<file path="src/rtl/core/pccd_pkg.sv">
`default_nettype none

package pccd_pkg;

    localparam logic [5:0] CHUNK_LENGTH_RESET = 6'd32;
    localparam logic [0:0] REG_CHUNK_LENGTH   = 1'b0;

    localparam logic [1:0] PAIR_ONE   = 2'b01;
    localparam logic [1:0] PAIR_TWO   = 2'b10;
    localparam logic [1:0] PAIR_THREE = 2'b11;

    typedef enum logic [1:0] {
        PH_MODE = 2'd0,
        PH_HEAD = 2'd1,
        PH_PAIR = 2'd2
    } phase_t;

    typedef struct packed {
        logic load;
        logic step;
        logic emit_rd;
        logic emit_clr;
        logic push;
        logic flush;
        logic clear;
    } cmd_t;

    typedef struct packed {
        logic step_emit;
        logic last_bit;
        logic more_bits;
        logic end_seen;
        logic fill_zero;
        logic emit_done;
        logic push_ok;
        logic flush_ok;
        logic pend_valid;
    } status_t;

endpackage

`default_nettype wire

</file>
<file path="src/rtl/core/pccd_if.sv">
`default_nettype none

interface pccd_code_if;
    logic       valid;
    logic       ready;
    logic [7:0] code_byte;
    logic       stream_end;

    modport source (output valid, output code_byte, output stream_end, input ready);
    modport sink   (input valid, input code_byte, input stream_end, output ready);
endinterface

interface pccd_data_if;
    logic       valid;
    logic       ready;
    logic [7:0] data_byte;
    logic       run_last;

    modport source (output valid, output data_byte, output run_last, input ready);
    modport sink   (input valid, input data_byte, input run_last, output ready);
endinterface

`default_nettype wire

</file>
<file path="src/rtl/core/pccd_ctrl.sv">
`default_nettype none

module pccd_ctrl (
    input  wire logic              clk,
    input  wire logic              rst_n,
    input  wire logic              in_valid,
    output logic                   in_ready,
    input  wire pccd_pkg::status_t status,
    output pccd_pkg::cmd_t         cmd
);

    typedef enum logic [2:0] {
        S_IDLE,
        S_BIT,
        S_EMIT_RD,
        S_EMIT_PUSH,
        S_TAIL,
        S_FLUSH
    } state_t;

    state_t state_reg;
    state_t state_next;

    always_ff @(posedge clk or negedge rst_n)
    begin
        if (!rst_n)
        begin
            state_reg <= S_IDLE;
        end
        else
        begin
            state_reg <= state_next;
        end
    end

    assign in_ready = (state_reg == S_IDLE);

    always_comb
    begin
        cmd        = '0;
        state_next = state_reg;
        case (state_reg)
            S_IDLE:
            begin
                if (in_valid)
                begin
                    cmd.load   = 1'b1;
                    state_next = S_BIT;
                end
            end
            S_BIT:
            begin
                cmd.step = 1'b1;
                if (status.step_emit)
                begin
                    state_next = S_EMIT_RD;
                end
                else if (status.last_bit)
                begin
                    state_next = S_TAIL;
                end
            end
            S_EMIT_RD:
            begin
                if (status.emit_done)
                begin
                    cmd.emit_clr = 1'b1;
                    state_next   = status.more_bits ? S_BIT : S_TAIL;
                end
                else
                begin
                    cmd.emit_rd = 1'b1;
                    state_next  = S_EMIT_PUSH;
                end
            end
            S_EMIT_PUSH:
            begin
                if (status.push_ok)
                begin
                    cmd.push   = 1'b1;
                    state_next = S_EMIT_RD;
                end
            end
            S_TAIL:
            begin
                if (status.end_seen && !status.fill_zero)
                begin
                    state_next = S_EMIT_RD;
                end
                else
                begin
                    cmd.clear  = status.end_seen;
                    state_next = S_FLUSH;
                end
            end
            S_FLUSH:
            begin
                if (!status.pend_valid)
                begin
                    state_next = S_IDLE;
                end
                else if (status.flush_ok)
                begin
                    cmd.flush  = 1'b1;
                    state_next = S_IDLE;
                end
            end
            default:
            begin
                state_next = S_IDLE;
            end
        endcase
    end

endmodule

`default_nettype wire

</file>
<file path="src/rtl/core/pccd_dp.sv">
`default_nettype none

module pccd_dp #(
    parameter int MAX_CHUNK = 32
) (
    input  wire logic              clk,
    input  wire logic              rst_n,
    input  wire pccd_pkg::cmd_t    cmd,
    output pccd_pkg::status_t      status,
    input  wire logic [5:0]        chunk_length,
    input  wire logic [7:0]        in_code,
    input  wire logic              in_end,
    output logic                   out_valid,
    input  wire logic              out_ready,
    output logic [7:0]             out_data,
    output logic                   out_last
);

    localparam int AW = (MAX_CHUNK > 1) ? $clog2(MAX_CHUNK) : 1;
    localparam int FW = $clog2(MAX_CHUNK + 1);

    logic [7:0]       mem [MAX_CHUNK];

    logic [7:0]       shift_reg;
    logic [3:0]       rem_reg;
    logic             end_reg;
    pccd_pkg::phase_t phase_reg;
    logic [3:0]       head_reg;
    logic [2:0]       hbl_reg;
    logic [1:0]       pos_reg;
    logic             seen_reg;
    logic [7:0]       part_reg;
    logic [FW-1:0]    fill_reg;
    logic             mode_reg;
    logic [7:0]       max_reg;
    logic [AW-1:0]    maxpos_reg;
    logic [FW-1:0]    idx_reg;
    logic [AW-1:0]    rd_pos_reg;
    logic [7:0]       rd_data_reg;
    logic             pend_valid_reg;
    logic [7:0]       pend_data_reg;
    logic             out_valid_reg;
    logic [7:0]       out_data_reg;
    logic             out_last_reg;

    pccd_pkg::phase_t phase_next;
    logic [3:0]       head_next;
    logic [2:0]       hbl_next;
    logic [1:0]       pos_next;
    logic             seen_next;
    logic [7:0]       part_next;
    logic [FW-1:0]    fill_next;
    logic             mode_next;
    logic [7:0]       max_next;
    logic [AW-1:0]    maxpos_next;

    logic             bit_in;
    logic             do_seek;
    logic [3:0]       seek_mask;
    logic [3:0]       cand;
    logic             found;
    logic [1:0]       found_pos;
    logic             finish;
    logic             store_en;
    logic             full;
    logic [6:0]       len_ext;
    logic [6:0]       eff_len;
    logic [7:0]       result;
    logic             out_free;

    assign bit_in  = shift_reg[7];
    assign len_ext = {1'b0, chunk_length};

    always_comb
    begin
        if (len_ext == 7'd0)
        begin
            eff_len = 7'd1;
        end
        else if (len_ext > 7'(MAX_CHUNK))
        begin
            eff_len = 7'(MAX_CHUNK);
        end
        else
        begin
            eff_len = len_ext;
        end
    end

    always_comb
    begin
        phase_next  = phase_reg;
        head_next   = head_reg;
        hbl_next    = hbl_reg;
        pos_next    = pos_reg;
        seen_next   = seen_reg;
        part_next   = part_reg;
        fill_next   = fill_reg;
        mode_next   = mode_reg;
        max_next    = max_reg;
        maxpos_next = maxpos_reg;
        do_seek     = 1'b0;
        seek_mask   = 4'b1111;
        cand        = 4'b0000;
        found       = 1'b0;
        found_pos   = 2'd0;
        finish      = 1'b0;
        store_en    = 1'b0;
        full        = 1'b0;

        case (phase_reg)
            pccd_pkg::PH_HEAD:
            begin
                head_next = {head_reg[2:0], bit_in};
                hbl_next  = (hbl_reg != 3'd0) ? hbl_reg - 3'd1 : 3'd0;
                if (hbl_next == 3'd0)
                begin
                    part_next = 8'd0;
                    do_seek   = 1'b1;
                    seek_mask = 4'b1111;
                end
            end
            pccd_pkg::PH_PAIR:
            begin
                seek_mask = (4'b0001 << pos_reg) - 4'b0001;
                if (!seen_reg)
                begin
                    if (!bit_in)
                    begin
                        part_next = part_reg | ({6'd0, pccd_pkg::PAIR_ONE} << {pos_reg, 1'b0});
                        do_seek   = 1'b1;
                    end
                    else
                    begin
                        seen_next = 1'b1;
                    end
                end
                else
                begin
                    part_next = part_reg | ({6'd0, bit_in ? pccd_pkg::PAIR_THREE
                                                          : pccd_pkg::PAIR_TWO}
                                            << {pos_reg, 1'b0});
                    seen_next = 1'b0;
                    do_seek   = 1'b1;
                end
            end
            default:
            begin
                mode_next  = bit_in;
                head_next  = 4'd0;
                hbl_next   = 3'd4;
                phase_next = pccd_pkg::PH_HEAD;
            end
        endcase

        if (do_seek)
        begin
            cand = head_next & seek_mask;
            for (int p = 0; p < 4; p++)
            begin
                if (cand[p])
                begin
                    found     = 1'b1;
                    found_pos = 2'(p);
                end
            end
            if (found)
            begin
                pos_next   = found_pos;
                seen_next  = 1'b0;
                phase_next = pccd_pkg::PH_PAIR;
            end
            else
            begin
                finish = 1'b1;
            end
        end

        if (finish)
        begin
            store_en = (7'(fill_reg) < 7'(MAX_CHUNK));
            if (store_en)
            begin
                if (fill_reg == '0 || part_next > max_reg)
                begin
                    max_next    = part_next;
                    maxpos_next = fill_reg[AW-1:0];
                end
                fill_next = fill_reg + FW'(1);
            end
            head_next  = 4'd0;
            hbl_next   = 3'd4;
            seen_next  = 1'b0;
            full       = (7'(fill_next) >= eff_len);
            phase_next = full ? pccd_pkg::PH_MODE : pccd_pkg::PH_HEAD;
        end
    end

    assign result = (mode_reg && rd_pos_reg != maxpos_reg) ? max_reg - rd_data_reg
                                                           : rd_data_reg;
    assign out_free = !out_valid_reg || out_ready;

    always_comb
    begin
        status.step_emit  = full;
        status.last_bit   = (rem_reg == 4'd1);
        status.more_bits  = (rem_reg != 4'd0);
        status.end_seen   = end_reg;
        status.fill_zero  = (fill_reg == '0);
        status.emit_done  = (idx_reg == fill_reg);
        status.push_ok    = !pend_valid_reg || out_free;
        status.flush_ok   = out_free;
        status.pend_valid = pend_valid_reg;
    end

    always_ff @(posedge clk or negedge rst_n)
    begin
        if (!rst_n)
        begin
            rem_reg        <= 4'd0;
            end_reg        <= 1'b0;
            phase_reg      <= pccd_pkg::PH_MODE;
            head_reg       <= 4'd0;
            hbl_reg        <= 3'd0;
            pos_reg        <= 2'd3;
            seen_reg       <= 1'b0;
            part_reg       <= 8'd0;
            fill_reg       <= '0;
            mode_reg       <= 1'b0;
            max_reg        <= 8'd0;
            maxpos_reg     <= '0;
            idx_reg        <= '0;
            pend_valid_reg <= 1'b0;
            out_valid_reg  <= 1'b0;
        end
        else
        begin
            if (cmd.load)
            begin
                rem_reg <= 4'd8;
                end_reg <= in_end;
            end
            if (cmd.step)
            begin
                rem_reg    <= rem_reg - 4'd1;
                phase_reg  <= phase_next;
                head_reg   <= head_next;
                hbl_reg    <= hbl_next;
                pos_reg    <= pos_next;
                seen_reg   <= seen_next;
                part_reg   <= part_next;
                fill_reg   <= fill_next;
                mode_reg   <= mode_next;
                max_reg    <= max_next;
                maxpos_reg <= maxpos_next;
            end
            if (cmd.emit_rd)
            begin
                idx_reg <= idx_reg + FW'(1);
            end
            if (cmd.emit_clr)
            begin
                idx_reg    <= '0;
                fill_reg   <= '0;
                max_reg    <= 8'd0;
                maxpos_reg <= '0;
            end
            if (cmd.clear)
            begin
                end_reg    <= 1'b0;
                phase_reg  <= pccd_pkg::PH_MODE;
                head_reg   <= 4'd0;
                hbl_reg    <= 3'd0;
                pos_reg    <= 2'd3;
                seen_reg   <= 1'b0;
                part_reg   <= 8'd0;
                fill_reg   <= '0;
                mode_reg   <= 1'b0;
                max_reg    <= 8'd0;
                maxpos_reg <= '0;
            end
            if (cmd.push)
            begin
                pend_valid_reg <= 1'b1;
            end
            else if (cmd.flush)
            begin
                pend_valid_reg <= 1'b0;
            end
            if ((cmd.push && pend_valid_reg) || cmd.flush)
            begin
                out_valid_reg <= 1'b1;
            end
            else if (out_ready)
            begin
                out_valid_reg <= 1'b0;
            end
        end
    end

    always_ff @(posedge clk)
    begin
        if (cmd.load)
        begin
            shift_reg <= in_code;
        end
        else if (cmd.step)
        begin
            shift_reg <= {shift_reg[6:0], 1'b0};
        end
        if (cmd.step && store_en)
        begin
            mem[fill_reg[AW-1:0]] <= part_next;
        end
        if (cmd.emit_rd)
        begin
            rd_data_reg <= mem[idx_reg[AW-1:0]];
            rd_pos_reg  <= idx_reg[AW-1:0];
        end
        if (cmd.push)
        begin
            pend_data_reg <= result;
        end
        if (cmd.push && pend_valid_reg)
        begin
            out_data_reg <= pend_data_reg;
            out_last_reg <= 1'b0;
        end
        else if (cmd.flush)
        begin
            out_data_reg <= pend_data_reg;
            out_last_reg <= 1'b1;
        end
    end

    assign out_valid = out_valid_reg;
    assign out_data  = out_data_reg;
    assign out_last  = out_last_reg;

endmodule

`default_nettype wire

</file>
<file path="src/rtl/core/pair_code_chunk_decoder_top.sv">
// Operation: a code byte is accepted while idle, then decoded one code bit per cycle
// through the shared bit decoder while no chunk is being emitted; each emitted byte passes
// through a read state and a push state. A new code byte is accepted only after the previous
// one is decoded and the bytes it completed are emitted; output stalls delay this further.
// Reset: rst_n is asynchronous and active low; it clears the parser, the chunk fill
// and the output stage, and sets chunk_length to 32. The chunk memory is not cleared.
`default_nettype none

module pair_code_chunk_decoder_top #(
    parameter int MAX_CHUNK = 32
) (
    input  wire logic        clk,
    input  wire logic        rst_n,
    input  wire logic        psel,
    input  wire logic        penable,
    input  wire logic        pwrite,
    input  wire logic [2:0]  paddr,
    input  wire logic [31:0] pwdata,
    output logic [31:0]      prdata,
    output logic             pready,
    pccd_code_if.sink        code_in,
    pccd_data_if.source      data_out
);

    logic [5:0]        chunk_length_reg;
    logic [5:0]        chunk_length_next;
    logic              cfg_write;
    pccd_pkg::cmd_t    cmd;
    pccd_pkg::status_t status;

    assign pready    = 1'b1;
    assign cfg_write = psel && penable && pwrite && (paddr[2] == pccd_pkg::REG_CHUNK_LENGTH);

    always_comb
    begin
        chunk_length_next = cfg_write ? pwdata[5:0] : chunk_length_reg;
    end

    always_ff @(posedge clk or negedge rst_n)
    begin
        if (!rst_n)
        begin
            chunk_length_reg <= pccd_pkg::CHUNK_LENGTH_RESET;
        end
        else
        begin
            chunk_length_reg <= chunk_length_next;
        end
    end

    assign prdata = (paddr[2] == pccd_pkg::REG_CHUNK_LENGTH) ? {26'd0, chunk_length_reg}
                                                             : 32'd0;

    pccd_ctrl u_ctrl (
        .clk      (clk),
        .rst_n    (rst_n),
        .in_valid (code_in.valid),
        .in_ready (code_in.ready),
        .status   (status),
        .cmd      (cmd)
    );

    pccd_dp #(
        .MAX_CHUNK (MAX_CHUNK)
    ) u_dp (
        .clk          (clk),
        .rst_n        (rst_n),
        .cmd          (cmd),
        .status       (status),
        .chunk_length (chunk_length_reg),
        .in_code      (code_in.code_byte),
        .in_end       (code_in.stream_end),
        .out_valid    (data_out.valid),
        .out_ready    (data_out.ready),
        .out_data     (data_out.data_byte),
        .out_last     (data_out.run_last)
    );

endmodule

`default_nettype wire

</file>
<file path="src/flat_wrapper.sv">
// flat-port wrapper written by rule: the top's interface ports become plain ports
module pair_code_chunk_decoder_top_flat 
#(
    parameter int MAX_CHUNK = 32
)
  (clk, rst_n, psel, penable, pwrite, paddr, pwdata, prdata, pready, code_in_valid, code_in_code_byte, code_in_stream_end, code_in_ready, data_out_valid, data_out_data_byte, data_out_run_last, data_out_ready);
  pccd_code_if code_in_i ();
  pccd_data_if data_out_i ();
  input  wire logic clk;
  input  wire logic rst_n;
  input  wire logic psel;
  input  wire logic penable;
  input  wire logic pwrite;
  input  wire logic [2:0] paddr;
  input  wire logic [31:0] pwdata;
  output logic [31:0] prdata;
  output logic pready;
  input wire logic [$bits(code_in_i.valid)-1:0] code_in_valid;
  input wire logic [$bits(code_in_i.code_byte)-1:0] code_in_code_byte;
  input wire logic [$bits(code_in_i.stream_end)-1:0] code_in_stream_end;
  output wire logic [$bits(code_in_i.ready)-1:0] code_in_ready;
  output wire logic [$bits(data_out_i.valid)-1:0] data_out_valid;
  output wire logic [$bits(data_out_i.data_byte)-1:0] data_out_data_byte;
  output wire logic [$bits(data_out_i.run_last)-1:0] data_out_run_last;
  input wire logic [$bits(data_out_i.ready)-1:0] data_out_ready;
  assign code_in_i.valid = code_in_valid;
  assign code_in_i.code_byte = code_in_code_byte;
  assign code_in_i.stream_end = code_in_stream_end;
  assign code_in_ready = code_in_i.ready;
  assign data_out_valid = data_out_i.valid;
  assign data_out_data_byte = data_out_i.data_byte;
  assign data_out_run_last = data_out_i.run_last;
  assign data_out_i.ready = data_out_ready;
  pair_code_chunk_decoder_top #(.MAX_CHUNK(MAX_CHUNK)) u_core (.clk(clk), .rst_n(rst_n), .psel(psel), .penable(penable), .pwrite(pwrite), .paddr(paddr), .pwdata(pwdata), .prdata(prdata), .pready(pready), .code_in(code_in_i), .data_out(data_out_i));
endmodule
</file>
<file path="config.mk">
export PLATFORM = sky130hd
export DESIGN_NAME = pair_code_chunk_decoder_top_flat
export DESIGN_NICKNAME = d
export VERILOG_FILES = /design/src/rtl/core/pccd_pkg.sv /design/src/rtl/core/pccd_if.sv /design/src/rtl/core/pccd_ctrl.sv /design/src/rtl/core/pccd_dp.sv /design/src/rtl/core/pair_code_chunk_decoder_top.sv /design/src/flat_wrapper.sv
export SDC_FILE = /design/constraint.sdc
export NUM_CORES = 1
export LEC_CHECK = 0
export BUFFER_PORTS_ARGS = -buffer_cell sky130_fd_sc_hd__buf_2
export CORE_MARGIN = 5
export CORE_UTILIZATION = 45
export CTS_CLUSTER_SIZE = 8
export DETAILED_ROUTE_END_ITERATION = 7
export GPL_TIMING_DRIVEN = 0
export MAX_ROUTING_LAYER = met4
export PLACE_DENSITY = 0.67
export SYNTH_ARGS = -nofsm -noshare
export SYNTH_HDL_FRONTEND = slang
export SYNTH_SLANG_ARGS = --single-unit
</file>
<file path="constraint.sdc">
create_clock -name clk -period 4.23 [get_ports clk]
set_input_delay 0.846 -clock clk [delete_from_list [all_inputs] [get_ports clk]]
set_output_delay 0.846 -clock clk [all_outputs]
set_load 0.02 [all_outputs]
</file>
==> results.txt, run 1 <==
clock skew: 0.0127 ns
initial antenna violation count: 0
effective utilization at floorplan: 0.453
global route total overflow: 0
post-route ant nets: 0
Tcrit/Tclk final: 0.933
synthesized instance count: 977
RSZ-0062 raised after global routing: no
n_diodes: 0
commonest non-fill, non-tap cell in the layout: edfxtp_1
Main synth FF type: edfxtp_1
# H-tree levels: 2
area grow syn2layout: 17.2%
vias in the first global route: 8,755
met3 Usage GRT: 0.0294
Max VDD drop: 0.330 mV
async set or reset register ratio after synthesis: 0.172
Setup violations, final: 0
Critical Path Fanout Max: 18
max FFs per register: 256
Placed Area: 16,700 um2
Reg clk slew, reported paths: 0.06 ns
largest net degree at the start of global routing: 62
sequential area share after synthesis: 0.664
post-synth top area share: 0.565
DR pass1 iterations: 5
width of the die: 196 um
Hold WC Path Type: in2async
Worst Setup Start Kind: register
Core Util, Final: 0.531
die area: 38,400 um2
Mapped Avg Cell Area: 15.9 um2
commonest non-fill, non-tap cells in the layout: edfxtp_1, mux4_2, nor2_1, dfrtp_1, clkbuf_1
Power Density: 588 nW/um2
Pleak: 0.00649 uW
critical path's top delay family: simple AND/OR/NAND/NOR gates
Tmin final: 3.95 ns
Worst slew margin: 0.138
Distinct cells, synth: 69
Highest Clock Rate: 253 MHz
cells along the critical path: inv_1 > ha_1 > clkbuf_1 > clkbuf_2 > nor3b_1 > a21oi_1 > a21oi_4 > buf_16 > inv_1 > ha_1 > nand4_1 > o21a_1 > nor4_1 > nor2_1 > buf_2 > a22o_1
Slowest Stage Delay on Critical Path: 0.53 ns
Synth Cell Area: 15,600 um2
Placed Cells: 1,502
share of cells above drive strength 1: 0.250
Hold Vio Cnt, Final: 0
worst slew pin tran: 1.29 ns
Ports: 95
Syn. warnings: 0
clock sink count: 355
final non-filler cell total: 1,603
gr busiest metal: met2
Row Count: 68
reg2reg setup slack: 0.28 ns
Data arrival, critical path: 4.37 ns
initial DRC count: 726
Slowest cell on crit path: nor3b_1
WP data required: 4.65 ns
drc violations: 0
Post-DP HPWL: 22,300 um
NumNets Final: 1,202
Synth Register Bits: 355
first-pass GRT wire length: 51,200 um
Post-CTS Hold Buffers: 0
clock buffer depth: 3
clk root buf: clkbuf_16
CTS tree: built
WL final: 33,600 um
Fin Setup TNS: 0 ns
largest area contributor in the netlist: edfxtp_1
# Max-Cap Violations: 0
GR Layer Usage met1: 0.236
clk_lat worst skew: 0.55 ns
post-route cell area: 18,200 um2
EDFF count, synth: 293
status: finished clean
# fillers: 2,731
vias post-DR: 8,817
core box area: 34,400 um2
critical path type: reg2reg
Crit path buffers/inverters: 6
Avg WL per Cell: 21.0 um
via/cell ratio: 5.50
Worst Setup End Kind: register
die height: 196 um
Pins Over Slew Limit: 0
ranking of synthesized cells by area: edfxtp_1, mux4_2, dfrtp_1
I/O Buffers: 39
GPL Wtd Cong: 0.824
M2 GR Usage: 0.286
number of buffers created by CTS: 50
GRT Overall Usage: 0.177
-- path summary, 6_finish.rpt --
path / startpoint / end / cells past startpoint
min: rst_n / u_core.u_dp.hbl_reg[2] / 1
min in group clk: u_core.u_dp.pend_data_reg[1] / u_core.u_dp.out_data[1] / 0
min reg2reg: u_core.u_dp.pend_data_reg[1] / u_core.u_dp.out_data[1] / 0
max: u_core.u_dp.phase_reg[0] / u_core.u_dp.maxpos_reg[3] / 16
max in group asynchronous: rst_n / u_core.u_dp.idx_reg[1] / 1
max reg2reg: u_core.u_dp.phase_reg[0] / u_core.u_dp.maxpos_reg[3] / 16
-- per-layer routing --
metal | vias up | share of wire
li1 | 3982 | -
met1 | 4488 | 0.42
met2 | 283 | 0.50
met3 | 64 | 0.057
met4 | 0 | 0.025
met5 | - | 0
-- final cells by class --
class | count | area, um2 | area share
clock buffer | 81 | 1390 | 0.0761
timing repair buffer | 61 | 475 | 0.0261
sequential | 355 | 10300 | 0.567
multi-input combinational | 538 | 4850 | 0.266
tap | 455 | 569 | 0.0312
clock inverter | 3 | 33.8 | 0.00185
buffer | 75 | 447 | 0.0245
inverter | 35 | 131 | 0.00720
-- through the flow --
stage	power [uW]	setup WS, ns	hold WS (ns)
3_3_place_gp	6810	-1.56	0.402
2_1_floorplan	6150	0.161	0.400
5_1_grt	11300	0.0501	0.433
3_5_place_dp	6970	-0.644	0.406
6_report	10700	0.281	0.386
4_1_cts	10600	0.0618	0.417
-- cells in the mapped netlist, types with 4 or more instances --
master	n
xor2_1	18
clkbuf_1	27
o211ai_1	4
nand4_1	7
xnor2_1	9
a22oi_1	5
nor2_1	73
a21boi_0	4
mux2_2	23
edfxtp_1	293
inv_1	35
a21oi_1	34
ha_1	34
buf_4	28
a22o_1	13
buf_6	6
o31ai_1	6
nand2_1	55
nand2b_1	6
nand3_1	19
mux4_2	80
nand3b_1	4
nor3_1	11
a31oi_1	5
o21ai_0	26
nor2b_1	16
dfrtp_1	58
buf_2	8
and3_1	4
-- where the power goes --
| group | total (uW) | switching [uW] | internal [uW] |
|---|---|---|---|
| clock network | 3600 | 1380 | 2220 |
| registers | 4330 | 172 | 4160 |
| logic | 2800 | 1670 | 1130 |
| total | 10700 | 3230 | 7500 |
-- kinds of logic after synthesis --
family	synth area share
adders and majority gates	0.0286
buffers and inverters	0.0370
DFF	0.664
AOI/OAI and AO/OA	0.0509
other	0.000482
and+or+nand+nor	0.0704
muxes	0.133
xor gates and xnor gates	0.0152
-- what timing repair did --
| action | in CTS | in global routing |
|---|---|---|
| setup endpoints to repair | 13 | 12 |
| pin swaps | 0 | 3 |
| buffers inserted | 1 | 15 |
| gates resized for setup | 5 | 2 |
| gates cloned | 0 | 1 |
(Power assumes the default switching activity.)
==> inputs of run 2 (changes only) <==
--- a/config.mk
+++ b/config.mk
@@ -15,4 +15,5 @@
 export PLACE_DENSITY = 0.67
 export SYNTH_ARGS = -nofsm -noshare
 export SYNTH_HDL_FRONTEND = slang
+export SYNTH_HIERARCHICAL = 1
 export SYNTH_SLANG_ARGS = --single-unit
==> run 2 against run 1 <==
Synthesized cell count rose by 0.10%. Global-route usage rose by 0.54 points. Hold slack improved by 0.0037 ns. Critical path type unchanged. Largest power group unchanged. Highest routed layer unchanged.
==> results.txt, run 2 <==
status: finished clean (unchanged)
DR pass1 iterations: 5 (unchanged)
global route total overflow: 0 (unchanged)
clock sink count: 355 (unchanged)
most frequent cells after synthesis: edfxtp_1, mux4_2, nor2_1 (unchanged)
Main synth FF type: edfxtp_1 (unchanged)
most frequent cell after synthesis: edfxtp_1 (unchanged)
Avg WL per Cell: 22.2 um (was 21.0 um)
via/cell ratio: 5.67 (was 5.50)
vias in the first global route: 8,847 (was 8,755)
area of the multi-input gates: 5080 um2 (was 4850 um2)
post-route ant nets: 0 (unchanged)
async set or reset register ratio after synthesis: 0.172 (unchanged)
critical path type: reg2reg (unchanged)
# Max-Cap Violations: 0 (unchanged)
Mapped Avg Cell Area: 16.1 um2 (was 15.9 um2)
synthesized instance count: 978 (was 977)
worst slew pin tran: 1.10 ns (was 1.29 ns)
Hold Vio Cnt, Final: 0 (unchanged)
area grow syn2layout: 17.2% (about the same)
R2R cell count: 7 (was 16)
RSZ-0062 raised after global routing: no (unchanged)
# H-tree levels: 2 (unchanged)
WL final: 35,600 um (was 33,600 um)
Worst Setup Start Kind: register (unchanged)
Reg area: 10,300 um2 (unchanged)
reg2reg setup slack: 0.42 ns (was 0.28 ns)
Power Density: 605 nW/um2 (was 588 nW/um2)
Worst Setup End Kind: register (unchanged)
clock skew: 0.0198 ns (was 0.0127 ns)
Synth Register Bits: 355 (unchanged)
Hold Slack: 0.390 ns (was 0.386 ns)
commonest non-fill, non-tap cell in the layout: edfxtp_1 (unchanged)
clk_lat worst skew: 0.56 ns (was 0.55 ns)
Ports: 95 (unchanged)
EDFF count, synth: 293 (unchanged)
I/O Buffers: 39 (unchanged)
clock buffer depth: 3 (unchanged)
CTS tree: built (unchanged)
Pins Over Slew Limit: 0 (unchanged)
Syn. warnings: 6 (was 0)
GPL Wtd Cong: 0.873 (was 0.824)
# fillers: 2,753 (was 2,731)
Slowest cell on crit path: nor2_1 (was nor3b_1)
Crit path buffers/inverters: 2 (was 6)
n_diodes: 0 (unchanged)
max FFs per register: 256 (unchanged)
Reg clk slew, reported paths: 0.05 ns (was 0.06 ns)
WP data required: 4.39 ns (was 4.65 ns)
first-pass GRT wire length: 52,600 um (was 51,200 um)
number of buffers created by CTS: 50 (unchanged)
Synth Cell Area: 15,800 um2 (was 15,600 um2)
share of cells above drive strength 1: 0.269 (was 0.250)
Post-CTS Hold Buffers: 0 (unchanged)
clk root buf: clkbuf_16 (unchanged)
worst reg2reg startpoint: u_core/u_dp/phase_reg[0] (was u_core.u_dp.phase_reg[0])
Core Util, Final: 0.535 (was 0.531)
die area: 38,900 um2 (was 38,400 um2)
initial antenna violation count: 0 (unchanged)
vias post-DR: 9,068 (was 8,817)
Slowest Stage Delay on Critical Path: 1.05 ns (was 0.53 ns)
Worst slew margin: 0.261 (was 0.138)
die height: 197 um (was 196 um)
drc violations: 0 (unchanged)
Critical Path Fanout Max: 10 (was 18)
Row Count: 68 (unchanged)
Critical R2R Capture: u_core/u_dp/mem[15][0] (was u_core.u_dp.maxpos_reg[3])
effective utilization at floorplan: 0.456 (was 0.453)
NumNets Final: 1,201 (was 1,202)
largest area contributor in the netlist: edfxtp_1 (unchanged)
critical path's top delay family: simple AND/OR/NAND/NOR gates (unchanged)
GRT Overall Usage: 0.182 (was 0.177)
Hold WC Path Type: in2async (unchanged)
Max VDD drop: 0.347 mV (was 0.330 mV)
sequential area share after synthesis: 0.657 (was 0.664)
Tcrit/Tclk final: 0.900 (was 0.933)
cells along the critical path: inv_1 > ha_1 > buf_2 > or4b_4 > o22ai_4 > nand4_2 > nor2_1 (was inv_1 > ha_1 > clkbuf_1 > clkbuf_2 > nor3b_1 > a21oi_1 > a21oi_4 > buf_16 > inv_1 > ha_1 > nand4_1 > o21a_1 > nor4_1 > nor2_1 > buf_2 > a22o_1)
Setup violations, final: 0 (unchanged)
Distinct cells, synth: 74 (was 69)
Fin Setup TNS: 0 ns (unchanged)
largest net degree at the start of global routing: 62 (unchanged)
Tmin final: 3.81 ns (was 3.95 ns)
Post-DP HPWL: 22,800 um (was 22,300 um)
Highest Clock Rate: 263 MHz (was 253 MHz)
post-synth top area share: 0.558 (was 0.565)
initial DRC count: 938 (was 726)
ranking of synthesized cells by area: edfxtp_1, mux4_2, dfrtp_1 (unchanged)
Design Power: 11,200 uW (was 10,700 uW)
width of the die: 197 um (was 196 um)
commonest non-fill, non-tap cells in the layout: edfxtp_1, mux4_2, nor2_1, dfrtp_1, clkbuf_16 (was edfxtp_1, mux4_2, nor2_1, dfrtp_1, clkbuf_1)
Data arrival, critical path: 3.96 ns (was 4.37 ns)
core box area: 34,500 um2 (was 34,400 um2)
Pleak: 0.00664 uW (was 0.00649 uW)
run 2: how the worst max path moves through the flow:
stage / cells after the start / end / start / slack (ns)
global route: 14 / u_core/u_dp/max_reg[0] / u_core/u_dp/phase_reg[0] / 0.11
finish: 7 / u_core/u_dp/mem[15][0] / u_core/u_dp/phase_reg[0] / 0.42
floorplan: 15 / u_core/u_dp/max_reg[0] / u_core/u_dp/phase_reg[0] / 0.13
detailed placement: 10 / u_core/u_dp/max_reg[0] / u_core/u_dp/idx_reg[1] / -0.20
CTS: 15 / u_core/u_dp/maxpos_reg[3] / u_core/u_dp/phase_reg[0] / 0.009
global placement: 15 / u_core/u_dp/max_reg[0] / u_core/u_dp/phase_reg[0] / -1.61
run 2: layer usage:
| metal | up-vias | track usage | share of wire |
|---|---|---|---|
| li1 | 4013 | - | - |
| met2 | 363 | 0.279 | 0.47 |
| met4 | 0 | 0.0578 | 0.030 |
| met1 | 4611 | 0.250 | 0.42 |
| met3 | 81 | 0.0348 | 0.078 |
| met5 | - | - | 0 |
run 2: kinds of logic after synthesis:
family,Yosys count,synth area share
AOI/OAI and AO/OA,115,0.0495
xor gates and xnor gates,26,0.0145
adders and majority gates,34,0.0275
buffers and inverters,113,0.0379
DFF,355,0.657
muxes,115,0.138
other,2,0.000477
and+or+nand+nor,218,0.0750
run 2: worst register-to-register path: stages, from the launching register on:
cell	delay [ns]
dfrtp_1	0.37
inv_1	0.07
ha_1	0.35
buf_2	0.22
or4b_4	0.56
o22ai_4	0.25
nand4_2	0.53
nor2_1	1.05
run 2: cell type report:
class	count	share of cell area
Inverter	35	0.00711
Sequential cell	355	0.560
Clock inverter	4	0.00346
Tap cell	455	0.0308
Buffer	78	0.0253
Timing Repair Buffer	58	0.0247
Multi-Input combinational cell	538	0.275
Clock buffer	76	0.0730
run 2: report_power, final:
group	internal, uW	total (uW)	switching [uW]	leakage [uW]
Sequential	4150	4350	200	0.00354
Clock	2220	3600	1380	0.000677
Combinational	1320	3220	1900	0.00243
run 2: stage by stage:
step,cell area [um2],instances,setup WS (ns)
final,18500,1599,0.422
after global routing,18500,1599,0.106
after CTS,18300,1583,0.00893
after detailed placement,16900,1503,-0.205
after global placement,16600,1497,-1.61
after floorplan,15900,1003,0.131
run 2: timing repair:
item,4_1_cts,5_1_grt
cloned,0,3
pin swaps,0,2
gates resized for setup,1,8
setup buffers,0,13
setup endpoints to repair,10,17
==> inputs of run 3 (changes only) <==
--- a/config.mk
+++ b/config.mk
@@ -8,11 +8,11 @@
 export BUFFER_PORTS_ARGS = -buffer_cell sky130_fd_sc_hd__buf_2
 export CORE_MARGIN = 5
 export CORE_UTILIZATION = 45
-export CTS_CLUSTER_SIZE = 8
 export DETAILED_ROUTE_END_ITERATION = 7
 export GPL_TIMING_DRIVEN = 0
 export MAX_ROUTING_LAYER = met4
 export PLACE_DENSITY = 0.67
+export RECOVER_POWER = 50
 export SYNTH_ARGS = -nofsm -noshare
 export SYNTH_HDL_FRONTEND = slang
 export SYNTH_HIERARCHICAL = 1
==> run 3 against run 2 <==
The flow now finishes with violations (max-capacitance violations, max-slew violations). First-iteration DRC count decreased by 6.4%. Sequential share of layout area increased by 1.0 points. Design area decreased by 1.8%. Via count decreased by 1.8%. Clock skew increased by 0.0012 ns. Highest routed layer unchanged. Power decreased by 5.0%. Count of clock-buffer cells in the layout decreased by 32.
==> results.txt, run 3 (synthesized netlist as in run 2, its figures left out) <==
Slowest cell on crit path: a21oi_1 (was nor2_1)
Post-CTS Hold Buffers: 0 (unchanged)
Avg WL per Cell: 22.1 um (was 22.2 um)
initial antenna violation count: 0 (unchanged)
status: complete, but fails checks (was finished clean)
# H-tree levels: 2 (unchanged)
first-pass GRT wire length: 52,700 um (was 52,600 um)
reg2reg setup slack: 0.36 ns (was 0.42 ns)
Data arrival, critical path: 4.30 ns (was 3.96 ns)
Pins Over Slew Limit: 62 (was 0)
share of cells above drive strength 1: 0.249 (was 0.269)
# fillers: 2,818 (was 2,753)
via/cell ratio: 5.60 (was 5.67)
Worst Setup End Kind: register (unchanged)
DR pass1 iterations: 5 (unchanged)
clock buffer depth: 3 (unchanged)
Setup WS post-layout: 0.361 ns (was 0.422 ns)
max FFs per register: 256 (unchanged)
Tcrit/Tclk final: 0.915 (was 0.900)
vias post-DR: 8,901 (was 9,068)
Hold WC Path Type: reg2reg (was in2async)
WHS Endpoint: u_core/u_dp/out_data[1]
clk_lat worst skew: 0.53 ns (was 0.56 ns)
NumNets Final: 1,190 (was 1,201)
Highest Clock Rate: 258 MHz (was 263 MHz)
die area: 38,900 um2 (unchanged)
Crit path buffers/inverters: 7 (was 2)
area grow syn2layout: 15.1% (was 17.2%)
GPL Wtd Cong: 0.873 (unchanged)
Worst Setup Start Kind: register (unchanged)
Critical Path Fanout Max: 18 (was 10)
post-route ant nets: 0 (unchanged)
critical path type: reg2reg (unchanged)
drc violations: 0 (unchanged)
initial DRC count: 878 (was 938)
die height: 197 um (unchanged)
core box area: 34,500 um2 (unchanged)
GRT Overall Usage: 0.183 (was 0.182)
WP data required: 4.66 ns (was 4.39 ns)
failing checks: max-capacitance violations, max-slew violations
clock sink count: 355 (unchanged)
Row Count: 68 (unchanged)
hold path depth: 0
Slowest Stage Delay on Critical Path: 0.43 ns (was 1.05 ns)
Hold Vio Cnt, Final: 0 (unchanged)
cells along the critical path: inv_1 > ha_1 > buf_2 > clkbuf_1 > inv_1 > nor3_2 > a21oi_1 > a21oi_1 > buf_16 > inv_1 > ha_1 > nand4_1 > nor2_1 > o21ba_2 > a21oi_1 > buf_2 > nand3_1 > a21oi_1 (was inv_1 > ha_1 > buf_2 > or4b_4 > o22ai_4 > nand4_2 > nor2_1)
Design Power: 10,600 uW (was 11,200 uW)
Post-DP HPWL: 22,800 um (unchanged)
commonest non-fill, non-tap cell in the layout: edfxtp_1 (unchanged)
most used cell, CP: a21oi_1
Reg clk slew, reported paths: 0.06 ns (was 0.05 ns)
Fin Setup TNS: 0 ns (unchanged)
# Max-Cap Violations: 1 (was 0)
critical path's top delay family: buffers and inverters (was simple AND/OR/NAND/NOR gates)
pre-CTS WS: -0.205 ns (unchanged)
Hold Startpoint: u_core/u_dp/pend_data_reg[1]
clock skew: 0.0210 ns (was 0.0198 ns)
CTS tree: built (unchanged)
Power Density: 585 nW/um2 (was 605 nW/um2)
Tmin final: 3.87 ns (was 3.81 ns)
largest net degree at the start of global routing: 62 (unchanged)
number of buffers created by CTS: 38 (was 50)
effective utilization at floorplan: 0.456 (unchanged)
Max VDD drop: 0.313 mV (was 0.347 mV)
worst reg2reg startpoint: u_core/u_dp/phase_reg[0] (unchanged)
worst slew pin tran: 1.64 ns (was 1.10 ns)
Critical R2R Capture: u_core/u_dp/maxpos_reg[2] (was u_core/u_dp/mem[15][0])
clk root buf: clkbuf_16 (unchanged)
vias in the first global route: 8,773 (was 8,847)
Pleak: 0.00645 uW (was 0.00664 uW)
Hold Slack: 0.419 ns (was 0.390 ns)
commonest non-fill, non-tap cells in the layout: edfxtp_1, mux4_2, nor2_1, dfrtp_1, clkbuf_1 (was edfxtp_1, mux4_2, nor2_1, dfrtp_1, clkbuf_16)
global route total overflow: 0 (unchanged)
n_diodes: 0 (unchanged)
width of the die: 197 um (unchanged)
Setup violations, final: 0 (unchanged)
Worst slew margin: -0.0900 (was 0.261)
Ports: 95 (unchanged)
I/O Buffers: 39 (unchanged)
R2R cell count: 18 (was 7)
WL final: 35,100 um (was 35,600 um)
[run 3: metal layers]
layer,global-route usage,routed length [um],up-vias,part of all wire
li1,-,-,3993,-
met2,0.283,16600,345,0.47
met3,0.0345,2630,73,0.075
met5,-,0,-,0
met1,0.248,14700,4490,0.42
met4,0.0580,1200,0,0.034
[run 3: power by group]
part | internal [uW] | leakage (uW) | switching [uW]
registers | 4150 | 0.00354 | 201
logic | 1260 | 0.00233 | 1860
clock network | 1840 | 0.000583 | 1310
[run 3: area by class of cell]
class,count,area [um2],area share
inverters,35,131,0.00724
multi-input cells,538,5010,0.276
clock inverters,25,219,0.0121
flip-flops and latches,355,10300,0.570
clock buffers,44,973,0.0537
plain buffers,78,467,0.0257
repair buffers,59,420,0.0232
well taps,455,569,0.0314
[run 3: repair_timing]
action / in CTS / in global routing
cloned: 1 / 2
gates resized for setup: 1 / 7
buffers inserted: 3 / 11
endpoints found under the setup margin: 10 / 17
pin swaps: 1 / 0
[run 3: through the flow]
step	utilization	instances	area, um2
global route	0.525	1589	18100
global placement	0.481	1497	16600
CTS	0.525	1576	18100
detailed placement	0.489	1503	16900
floorplan	-	1003	15900
finish	0.525	1589	18100
[run 3: worst max-delay path by stage]
stage,slack (ns),from,cells after the start,endpoint
3_5_place_dp,-0.20,u_core/u_dp/idx_reg[1],10,u_core/u_dp/max_reg[0]
4_1_cts,0.01,u_core/u_dp/phase_reg[0],11,u_core/u_dp/max_reg[0]
5_1_grt,-0.02,u_core/u_dp/phase_reg[0],14,u_core/u_dp/max_reg[0]
6_report,0.36,u_core/u_dp/phase_reg[0],18,u_core/u_dp/maxpos_reg[2]
2_1_floorplan,0.13,u_core/u_dp/phase_reg[0],15,u_core/u_dp/max_reg[0]
3_3_place_gp,-1.61,u_core/u_dp/phase_reg[0],15,u_core/u_dp/max_reg[0]
